==> config.mk <==
export PLATFORM = sky130hd
export DESIGN_NAME = round_robin_pull_arbiter_core
export DESIGN_NICKNAME = d
export VERILOG_FILES = /design/src/hdl/rrpa_pkg.sv /design/src/hdl/round_robin_pull_arbiter_core.sv
export SDC_FILE = /design/constraint.sdc
export NUM_CORES = 1
export LEC_CHECK = 0
export BUFFER_PORTS_ARGS = -buffer_cell sky130_fd_sc_hd__buf_2
export CORE_MARGIN = 1.5
export CORE_UTILIZATION = 40
export DETAILED_ROUTE_END_ITERATION = 12
export GPL_ROUTABILITY_DRIVEN = 0
export PLACE_DENSITY = 0.64
export SYNTH_ARGS = -nofsm -noshare
export SYNTH_HDL_FRONTEND = slang
export SYNTH_SLANG_ARGS = --single-unit
==> constraint.sdc <==
create_clock -name clk_i -period 4.9 [get_ports clk_i]
set_input_delay 0.735 -clock clk_i [delete_from_list [all_inputs] [get_ports clk_i]]
set_output_delay 0.735 -clock clk_i [all_outputs]
set_load 0.02 [all_outputs]
==> src/hdl/rrpa_pkg.sv <==
package rrpa_pkg;

  localparam int NUM_SOURCES_DEF = 8;

  localparam int HAS_W   = 8;
  localparam int IDX_W   = 3;
  localparam int IN_DW   = 16;
  localparam int OUT_DW  = 8;

  localparam logic MODE_PULL    = 1'b0;
  localparam logic MODE_UNBLOCK = 1'b1;

  typedef struct packed {
    logic             wakeup;
    logic             underrun;
    logic [IDX_W-1:0] grant_index;
    logic             granted;
  } result_t;

endpackage

==> src/hdl/round_robin_pull_arbiter_core.sv <==
// Channel  Dir  tdata                                   tuser
// s_axis   in   [7:0] source_has_data, [10:8] unblock_index, mode
//                [15:11] zero
// m_axis   out  [0] granted, [3:1] grant_index,         -
//                [4] underrun, [5] wakeup, [7:6] zero
//
// One transfer in, one result out; a new transfer every cycle while the
// result is taken. The input is registered, then the rotating priority
// encode over the blocked marks feeds the result register.
// Reset clears the marks, the pointer, the waiting flag and both valids.
// A stalled result holds the input register; the input is taken again once
// the result register frees.
module round_robin_pull_arbiter_core
  import rrpa_pkg::*;
#(
  parameter int NumSources = NUM_SOURCES_DEF
) (
  input  logic              clk_i,
  input  logic              rst_ni,
  input  logic              s_axis_tvalid,
  output logic              s_axis_tready,
  input  logic [IN_DW-1:0]  s_axis_tdata,   // source_has_data, unblock_index
  input  logic              s_axis_tuser,   // mode
  output logic              m_axis_tvalid,
  input  logic              m_axis_tready,
  output logic [OUT_DW-1:0] m_axis_tdata    // granted, grant_index, underrun, wakeup
);

  localparam int PtrW = $clog2(NumSources);
  localparam logic [PtrW:0] NsW = (PtrW+1)'(NumSources);
  localparam logic [NumSources-1:0] AllOnes = '1;
  localparam logic [NumSources-1:0] OneHot0 = {{(NumSources-1){1'b0}}, 1'b1};

  logic                   in_valid_q;
  logic                   mode_q;
  logic [HAS_W-1:0]       has_raw_q;
  logic [IDX_W-1:0]       unb_idx_q;

  logic [NumSources-1:0]  blocked_q, blocked_d;
  logic [PtrW-1:0]        ptr_q, ptr_d;
  logic                   waiting_q, waiting_d;

  logic                   out_valid_q;
  result_t                res_q, res_d;

  logic                   fire;
  logic [NumSources-1:0]  has;
  logic [NumSources-1:0]  rot_blk, rot_has, rot_cand, rot_unb, low_mask, rot_new;
  logic [2*NumSources-1:0] dbl_blk, dbl_has, dbl_back;
  logic [PtrW-1:0]        first_j, last_k;
  logic                   found;
  logic [PtrW:0]          sum_g, sum_after_g, sum_after_k;
  logic [PtrW:0]          g_mod, after_g_mod, after_k_mod;

  assign fire          = in_valid_q && (!out_valid_q || m_axis_tready);
  assign s_axis_tready = !in_valid_q || fire;
  assign m_axis_tvalid = out_valid_q;
  assign m_axis_tdata  = {{(OUT_DW-$bits(result_t)){1'b0}}, res_q};

  for (genvar gi = 0; gi < NumSources; gi++) begin : g_has
    if (gi < HAS_W) begin : g_in
      assign has[gi] = has_raw_q[gi];
    end else begin : g_out
      assign has[gi] = 1'b0;
    end
  end

  always_comb begin
    dbl_blk  = {blocked_q, blocked_q} >> ptr_q;
    dbl_has  = {has, has} >> ptr_q;
    rot_blk  = dbl_blk[NumSources-1:0];
    rot_has  = dbl_has[NumSources-1:0];
    rot_unb  = ~rot_blk;
    rot_cand = rot_unb & rot_has;
    found    = |rot_cand;

    first_j = '0;
    for (int i = NumSources - 1; i >= 0; i--) begin
      if (rot_cand[i]) first_j = PtrW'(i);
    end
    last_k = '0;
    for (int i = 0; i < NumSources; i++) begin
      if (rot_unb[i]) last_k = PtrW'(i);
    end
    for (int i = 0; i < NumSources; i++) begin
      low_mask[i] = (PtrW'(i) < first_j);
    end

    rot_new  = rot_blk | low_mask;
    dbl_back = {rot_new, rot_new} << ptr_q;

    sum_g       = {1'b0, ptr_q} + {1'b0, first_j};
    g_mod       = (sum_g >= NsW) ? sum_g - NsW : sum_g;
    sum_after_g = g_mod + (PtrW+1)'(1);
    after_g_mod = (sum_after_g >= NsW) ? sum_after_g - NsW : sum_after_g;
    sum_after_k = {1'b0, ptr_q} + {1'b0, last_k} + (PtrW+1)'(1);
    after_k_mod = (sum_after_k >= NsW) ? sum_after_k - NsW : sum_after_k;

    blocked_d = blocked_q;
    ptr_d     = ptr_q;
    waiting_d = waiting_q;
    res_d     = '0;

    case (mode_q)
      MODE_UNBLOCK: begin
        blocked_d = blocked_q & ~(OneHot0 << unb_idx_q);
        if (waiting_q) begin
          res_d.wakeup = 1'b1;
          waiting_d    = 1'b0;
        end
      end
      MODE_PULL: begin
        if (blocked_q == AllOnes) begin
          res_d.underrun = 1'b1;
          waiting_d      = 1'b1;
        end else if (found) begin
          res_d.granted     = 1'b1;
          res_d.grant_index = IDX_W'(g_mod);
          blocked_d         = dbl_back[2*NumSources-1:NumSources];
          ptr_d             = after_g_mod[PtrW-1:0];
        end else begin
          res_d.underrun = 1'b1;
          waiting_d      = 1'b1;
          blocked_d      = AllOnes;
          ptr_d          = after_k_mod[PtrW-1:0];
        end
      end
      default: ;
    endcase
  end

  always_ff @(posedge clk_i or negedge rst_ni) begin
    if (!rst_ni) begin
      in_valid_q  <= 1'b0;
      out_valid_q <= 1'b0;
      blocked_q   <= '0;
      ptr_q       <= '0;
      waiting_q   <= 1'b0;
    end else begin
      if (s_axis_tready) in_valid_q <= s_axis_tvalid;
      if (fire) begin
        out_valid_q <= 1'b1;
        blocked_q   <= blocked_d;
        ptr_q       <= ptr_d;
        waiting_q   <= waiting_d;
      end else if (m_axis_tready) begin
        out_valid_q <= 1'b0;
      end
    end
  end

  always_ff @(posedge clk_i) begin
    if (s_axis_tready && s_axis_tvalid) begin
      mode_q    <= s_axis_tuser;
      has_raw_q <= s_axis_tdata[HAS_W-1:0];
      unb_idx_q <= s_axis_tdata[HAS_W+IDX_W-1:HAS_W];
    end
    if (fire) res_q <= res_d;
  end

endmodule
Word level (Yosys, flattened, before mapping)
Index checks and enable logic that the tools add are counted.
{ "totals": {"regBits": 32, "inputBits": 21, "output_inout_bits": 10, "wordCells": 89} }
{ "op_classes": {"n_addsub": 7, "n_lt_le_gt_ge": 11, "eq_ne": 3, "shift": 4, "muxes": 31, "n_bitwise": 8, "n_reduce_logical": 13} }
{ "op_table": {"columns": ["operator", "count"], "rows": [
  ["3-bit 2-to-1 mux", 17],
  ["16-bit by 3-bit >> shifter with 8-bit output", 2],
  ["8-bit AND", 2],
  ["8-bit 2-to-1 mux", 2],
  ["8-bit inverter", 2],
  ["8-bit case mux with 2 select lines", 1],
  ["16-bit by 3-bit left shift with 16-bit output", 1],
  ["4-bit greater-or-equal comparator, second input constant", 3],
  ["3-bit < comparator, first input constant", 4],
  ["1-bit 2-to-1 mux", 9],
  ["3-bit by 3-bit adder with 4-bit output", 2],
  ["4-bit by 1-bit adder with 4-bit output, second input constant", 2],
  ["8-bit equality test, second input constant", 1],
  ["8-bit bitwise OR", 1],
  ["8-bit OR reduction", 1],
  ["1-bit by 3-bit left shift with 8-bit output, first input constant", 1],
  ["1-bit by 3-bit < comparator with 1-bit output, first input constant", 2],
  ["2-bit by 3-bit < comparator with 1-bit output, first input constant", 2],
  ["3-bit by 1-bit subtractor with 3-bit output, second input constant", 2],
  ["4-bit 2-to-1 mux", 1],
  ["2-bit AND reduction", 2],
  ["4-bit subtractor, second input constant", 1],
  ["3-bit != test, second input constant", 1],
  ["1-bit inverter", 3],
  ["9 further kinds", 12]
]} }

Depth between registers and ports, before layout
Gate-level depths: netlist of run 1.
{ "logic_depth": {"ltp_word": 18, "depth_mapped": 17, "depth_no_buf": 14} }

Least setup slack after synthesis of run 1
Ideal clock, no wire load.
{ "synth_timing": {"path_kind": "register to register", "startpoint": "reg ptr_q[2]", "endpoint": "reg ptr_q[1]", "setup_time_ns": 0.129, "arrival_time_ns": 3.359, "required_time_ns": 4.771, "path_slack_ns": 1.412, "stages_incl_launch_ff": 16, "n_path_buf": 2, "synth_period_minus_slack_ns": 3.488, "path_cell_list": "dfrtp_1 buf_2 buf_1 mux4_2 nand3_1 nor2_1 or3_1 o211ai_1 o21ai_0 ha_1 inv_1 fa_1 inv_1 ha_1 a211oi_1 a21oi_1"} }
{ "synth_between": {"elab_chain_len": 18, "elab_cells_between_ends": 34, "classes_between": "add/sub (7); order compare (3); shift (2); mux (19); bitwise (2); reduce/logical (1)"} }
{ "synth_rtl": {"columns": ["element", "line", "text"], "rows": [
  ["start: declaration", "round_robin_pull_arbiter_core.sv:40", "logic [PtrW-1:0] ptr_q, ptr_d;"],
  ["start signal: assignment", "round_robin_pull_arbiter_core.sv:144", "ptr_q <= ptr_d;"],
  ["16-bit by 3-bit >> shifter with 8-bit output", "round_robin_pull_arbiter_core.sv:69", "dbl_blk = {blocked_q, blocked_q} >> ptr_q;"],
  ["8-bit inverter", "round_robin_pull_arbiter_core.sv:73", "rot_unb = ~rot_blk;"],
  ["8-bit AND", "round_robin_pull_arbiter_core.sv:74", "rot_cand = rot_unb & rot_has;"],
  ["3-bit 2-to-1 mux (8 in a row)", "round_robin_pull_arbiter_core.sv:79", "if (rot_cand[i]) first_j = PtrW'(i);"],
  ["3-bit by 3-bit adder with 4-bit output *", "round_robin_pull_arbiter_core.sv:92", "sum_g = {1'b0, ptr_q} + {1'b0, first_j};"],
  ["4-bit subtractor or 4-bit greater-or-equal comparator (tied branches)", "round_robin_pull_arbiter_core.sv:93", "g_mod = (sum_g >= NsW) ? sum_g - NsW : sum_g;"],
  ["4-bit 2-to-1 mux *", "round_robin_pull_arbiter_core.sv:93", null],
  ["via g_mod[1]", "round_robin_pull_arbiter_core.sv:53", "logic [PtrW:0] g_mod, after_g_mod, after_k_mod;"],
  ["4-bit by 1-bit adder with 4-bit output *", "round_robin_pull_arbiter_core.sv:94", "sum_after_g = g_mod + (PtrW+1)'(1);"],
  ["4-bit greater-or-equal comparator or 3-bit by 1-bit subtractor with 3-bit output (tied branches)", "round_robin_pull_arbiter_core.sv:95", "after_g_mod = (sum_after_g >= NsW) ? sum_after_g - NsW : sum_after_g;"],
  ["3-bit 2-to-1 mux *", "round_robin_pull_arbiter_core.sv:95", null],
  ["3-bit 2-to-1 mux *", "round_robin_pull_arbiter_core.sv:116", "end else if (found) begin"]
]} }
The timed path passes the listed nets; every way through them passes the cells marked *.
A chain may end at the register's enable or synchronous reset.

Worst setup path in the final report of run 1
{ "layout_timing": {"startpoint": "reg ptr_q[1]", "endpoint": "reg ptr_q[1]"} }
The elaborated chain is that of the path after synthesis.

==> impl_metrics.tcl, run 1 <==
set metrics [dict create \
    ys_ff_latch 32 \
    synth-compound-area-share 0.202 \
    cp-startpoint "ptr_q[1]" \
    synth-xor-area-share 0.0115 \
    timing.rr.end "ptr_q[1]" \
    synth_edf_count 18 \
    via_per_inst 6.36 \
    initial_utilization 0.418 \
    critPathMaxFanout 27 \
    fp-row-count 31 \
    crit_slowest_cell "or4_1" \
    max_freq_ghz 0.231 \
    reg2reg_depth 14 \
    routedWlPerCell_um 18.3 \
    path_class "flip-flop to flip-flop" \
    cts_buffers 5 \
    drv_cap 0 \
    synth_top_family_by_area "simple AND/OR/NAND/NOR gates" \
    yosys.cell_types.count 75 \
    ios 31 \
    synth_top_cell_area_share 0.177 \
    crit_path_end_kind "flip-flop" \
    postSynthAreaPerCell_um2 9.18 \
    post-cts-setup-buffers 0 \
    ant_nets 0 \
    synth_ff_type "edfxtp_1" \
    period_minus_slack_ns 4.34 \
    rsz0062_at_grt "false" \
    first_pass_iters 5 \
    nNetsFinal 374 \
    synth_area_leaders "edfxtp_1, dfrtp_1, mux4_2, mux2i_1, nor2_1" \
    yosysMostFrequentCell "nor2_1" \
    synth_top_cell_by_area "edfxtp_1" \
    crit_buf_inv 2 \
    port_buffers 23 \
    outcome "finished clean" \
    clock_latency_ns 0.30 \
    die_x_um 90.3 \
    cts.repair.resized 0 \
    synth_area_um2 3050 \
    grt_pass1_vias 2723 \
    rrSetupSlack_ns 0.56 \
    worstPathArrival_ns 4.50 \
    grtUsageTotal 0.210 \
    path_cells "and4b_1, or4_1, a21oi_1, nor2_1, or3_1, o211ai_1, o21ai_0, ha_1, inv_1, fa_1, inv_1, ha_1, a211oi_1, a21oi_1" \
    cts_hold_buf 0 \
    die_h_um 90.3 \
    antennaDiodeCount 0 \
    antenna_found_initial 0 \
    cp_data_required_time_ns 5.07 \
    slowest_delay_ns 0.73 \
    maxSlewViolCount 0 \
    startpoint_type "flip-flop" \
    grt_pass1_wl_mm 13.8 \
    synth_adder_area_share 0.0255 \
    drc 0 \
    reg2reg_from "ptr_q[1]" \
    finalSetupViolCount 0 \
    yosys_warnings 0 \
    clock_sinks 32 \
    tns_ns 0 \
    place_hpwl_mm 6.12 \
    synth_seq_area_share 0.292 \
    cp.depth 14 \
    finalHoldViolations 0 \
    cts_buffer_depth 2 \
    post-route-period-util 0.885 \
    fin_skew_ns 0.0127 \
    syn_inst 332 \
    vias 2848 \
    async_flop_share 0.438 \
    finalWirelength_mm 8.19 \
    relSlewSlack 0.299 \
    dr.first_iter.drc_count 416 \
    grt-ovfl-total 0 \
    synthMuxAreaShare 0.138 \
    clk_pin_slew_ns 0.09 \
    tightest_slew_ns 1.04 \
    hold_class "primary input to asynchronous set/reset pin" \
    areaGrowthSynthToFinish_pct 9.16 \
    drive_gt1_frac 0.201 \
    cts_tree "done" \
    yosys.area_share.simple 0.284 \
    clock-root-buffer "clkbuf_8" \
    ctsHtreeMaxLevel 2 \
    dieArea_um2 8150 \
    grt_max_degree 28 \
    critPathTopFamily "simple AND/OR/NAND/NOR gates" \
    coreArea_um2 7290 \
    yosys-top-cells-count "nor2_1, nand2_1, edfxtp_1" \
]
==> layout by cell type, fill, tap and decap left out, types with 4 or more instances in the layout <==
cell / count
a211oi_1: 6
nand2b_1: 10
clkbuf_8: 5
edfxtp_1: 18
nand2_1: 26
and2_1: 7
nor2b_1: 8
mux2i_1: 15
a31oi_1: 4
nor3_1: 12
a21oi_1: 15
nand4_1: 5
dfrtp_1: 14
o211ai_1: 5
mux4_2: 11
nor4bb_1: 6
nor2_1: 30
or3_1: 4
buf_2: 23
inv_1: 6
o21ai_0: 15
buf_4: 7
nand3_1: 7
==> worst reg2reg max path, stage by stage (launching register included) <==
cell and delay (ns):
dfrtp_1 0.72, and4b_1 0.45, or4_1 0.73, a21oi_1 0.24, nor2_1 0.08, or3_1 0.40
o211ai_1 0.18, o21ai_0 0.13, ha_1 0.24, inv_1 0.07, fa_1 0.42, inv_1 0.07
ha_1 0.22, a211oi_1 0.21, a21oi_1 0.06
==> final cells by class <==
cell class,instances,area [µm²]
Tap cell,99,124
Multi-Input combinational cell,270,2020
Timing Repair Buffer,30,168
Clock buffer,5,68.8
Inverter,9,33.8
Fill cell,747,3970
Sequential cell,32,891
Clock inverter,3,18.8
==> flip-flops by register name, indices dropped and copies added, names as in the netlist <==
signal         flops
blocked_q          8
has                8
in_valid_q         1
m_axis_tdata       6
m_axis_tvalid      1
mode_q             1
ptr_q              3
unb_idx_q          3
waiting_q          1
==> worst max path at each step <==
stage                    end  slack (ns)
floorplan           ptr_q[1]        1.41
global placement    ptr_q[1]        0.68
detailed placement  ptr_q[1]        0.63
CTS                 ptr_q[1]        0.61
global route        ptr_q[1]        0.22
finish              ptr_q[1]        0.56
==> per-stage QoR <==
| step | utilization | cells | hold WS (ns) | worst slack (ns) | instance area (µm²) |
|---|---|---|---|---|---|
| after CTS | 0.456 | 448 | 0.349 | 0.608 | 3330 |
| after global routing | 0.456 | 448 | 0.358 | 0.217 | 3330 |
| after floorplan | - | 333 | 0.439 | 1.41 | 3050 |
| after detailed placement | 0.444 | 440 | 0.480 | 0.627 | 3240 |
| final | 0.456 | 448 | 0.324 | 0.564 | 3330 |
| after global placement | 0.444 | 440 | 0.470 | 0.682 | 3240 |
==> per-layer routing <==
layer,global-route usage,wire length [µm]
met1,0.290,3630
met3,0.0278,603
met2,0.345,3810
met5,0,0
met4,0.0635,143
==> logic make-up (layout without fill, tap and decap cells) <==
| group | count (synthesis) | in the layout |
|---|---|---|
| xor+xnor | 4 | 4 |
| compound gates | 84 | 84 |
| simple gates | 147 | 147 |
| other cells | 1 | 2 |
| flops | 32 | 32 |
| fa+ha+maj | 5 | 5 |
| mux | 28 | 28 |
| buf+inv | 31 | 47 |
Power of run 1 is left out: the tool's default activity adds up to more than one toggle a clock period on the data nets, which glitch-free logic cannot reach.
==> run 2, diff against run 1 <==
REMOVE_ABC_BUFFERS = 1   (was unset)
==> run 2 against run 1 <==
- first-iteration DRC count increased by 4.3%
- cell count is 0.22% higher
- core utilization up 0.19 points
- register-to-register slack better by 0.20 ns
- maximum frequency up 4.7%
- critical path type unchanged
==> impl_metrics.tcl, run 2 (synthesis gave the netlist of run 1 again) <==
set metrics [dict create \
    grtUsageTotal 0.209 \
    first_pass_iters 5 \
    antennaDiodeCount 0 \
    startpoint_type "flip-flop" \
    grt_pass1_vias 2663 \
    drc 0 \
    routedWlPerCell_um 18.1 \
    route.layer.met1.wl_mm 3.67 \
    clock_sinks 32 \
    hold_class "primary input to asynchronous set/reset pin" \
    ant_nets 0 \
    place_hpwl_mm 6.02 \
    grt_max_degree 24 \
    clock_latency_ns 0.29 \
    clk_pin_slew_ns 0.07 \
    fill_cells 724 \
    nNetsFinal 375 \
    route.met2.wl_mm 3.68 \
    dr.first_iter.drc_count 434 \
    vias 2821 \
    finalHoldViolations 0 \
    drv_cap 0 \
    fin_skew_ns 0.00684 \
    areaGrowthSynthToFinish_pct 9.61 \
    wl_met3_um 531 \
    ios 31 \
    ctsHtreeMaxLevel 2 \
    crit_path_end_kind "flip-flop" \
    finalSetupViolCount 0 \
    maxSlewViolCount 0 \
    via_per_inst 6.28 \
    relSlewSlack 0.244 \
    dieArea_um2 8150 \
    rsz0062_at_grt "false" \
    port_buffers 23 \
    critPathMaxFanout 23 \
    path_class "flip-flop to flip-flop" \
    tns_ns 0 \
    cts.repair.resized 0 \
    die_h_um 90.3 \
    fp-row-count 31 \
    die_x_um 90.3 \
    period_minus_slack_ns 4.14 \
    dr.max_layer_used "met4" \
    finalWirelength_mm 8.12 \
    coreArea_um2 7290 \
    cts_hold_buf 0 \
    worstPathArrival_ns 4.31 \
    post-cts-setup-buffers 0 \
    final_common_cell "nor2_1" \
    antenna_found_initial 0 \
    cp_data_required_time_ns 5.07 \
    outcome "finished clean" \
    cts_buffer_depth 2 \
    layout_common_cells "nor2_1, nand2_1, buf_2" \
    initial_utilization 0.418 \
    drive_gt1_frac 0.200 \
    max_freq_ghz 0.242 \
    cts_buffers 5 \
    post-route-period-util 0.845 \
    grt_pass1_wl_mm 13.6 \
    clock-root-buffer "clkbuf_8" \
    grt-ovfl-total 0 \
    tightest_slew_ns 1.12 \
    cts_tree "done" \
]
==> run 2: cell count changes in the layout (fill, tap and decap cells not counted) <==
| cell | change |
|---|---|
| clkinv_4 | -1 |
| clkinv_2 | -2 |
| clkbuf_8 | +1 |
| buf_4 | +1 |
| clkbuf_1 | +1 |
| clkinvlp_4 | +1 |
==> run 2: layout make-up <==
type                       instances  area [µm²]  share of cell area
tap                               99         124              0.0371
inverter                           9        33.8              0.0101
clock inverter                     1        7.51             0.00225
clock buffer                       7        86.3              0.0259
sequential                        32         891               0.267
timing repair buffer              31         175              0.0525
multi-input combinational        270        2020               0.605
==> run 2: path summary, 6_finish.rpt <==
check / start / end / slack, ns / cells after the start
max in group asynchronous: rst_ni / blocked_q[0] / 4.29 / 1
hold reg to reg: waiting_q / waiting_q / 0.48 / 1
setup reg to reg: ptr_q[1] / ptr_q[1] / 0.76 / 14
hold / removal: rst_ni / ptr_q[0] / 0.34 / 1
setup / recovery: ptr_q[1] / ptr_q[1] / 0.76 / 14
min in group clk_i: waiting_q / waiting_q / 0.48 / 1
==> run 2: per-stage QoR <==
stage / cell area [µm²] / cells / setup WS (ns) / hold slack [ns] / util
detailed placement: 3250 / 441 / 0.838 / 0.472 / 0.445
global route: 3340 / 449 / 0.516 / 0.372 / 0.458
finish: 3340 / 449 / 0.759 / 0.344 / 0.458
global placement: 3250 / 441 / 0.817 / 0.469 / 0.445
floorplan: 2950 / 311 / 0.783 / 0.439 / -
CTS: 3340 / 449 / 0.784 / 0.357 / 0.458
==> run 2: per-layer routing <==
metal,GRT usage,vias up
li1,-,1322
met4,0.0807,0
met3,0.0253,26
met2,0.338,139
met5,0,-
met1,0.285,1334
==> run 2: critical path: stages (launching register included) <==
cell	delay (ns)
dfrtp_1	0.66
and4b_1	0.38
or4_1	0.72
a21oi_1	0.23
nor2_1	0.08
or3_1	0.39
o211ai_1	0.17
o21ai_0	0.13
ha_1	0.20
inv_1	0.06
fa_1	0.42
inv_1	0.07
ha_1	0.21
a211oi_1	0.22
a21oi_1	0.07
Power of run 2 is left out for the same reason.
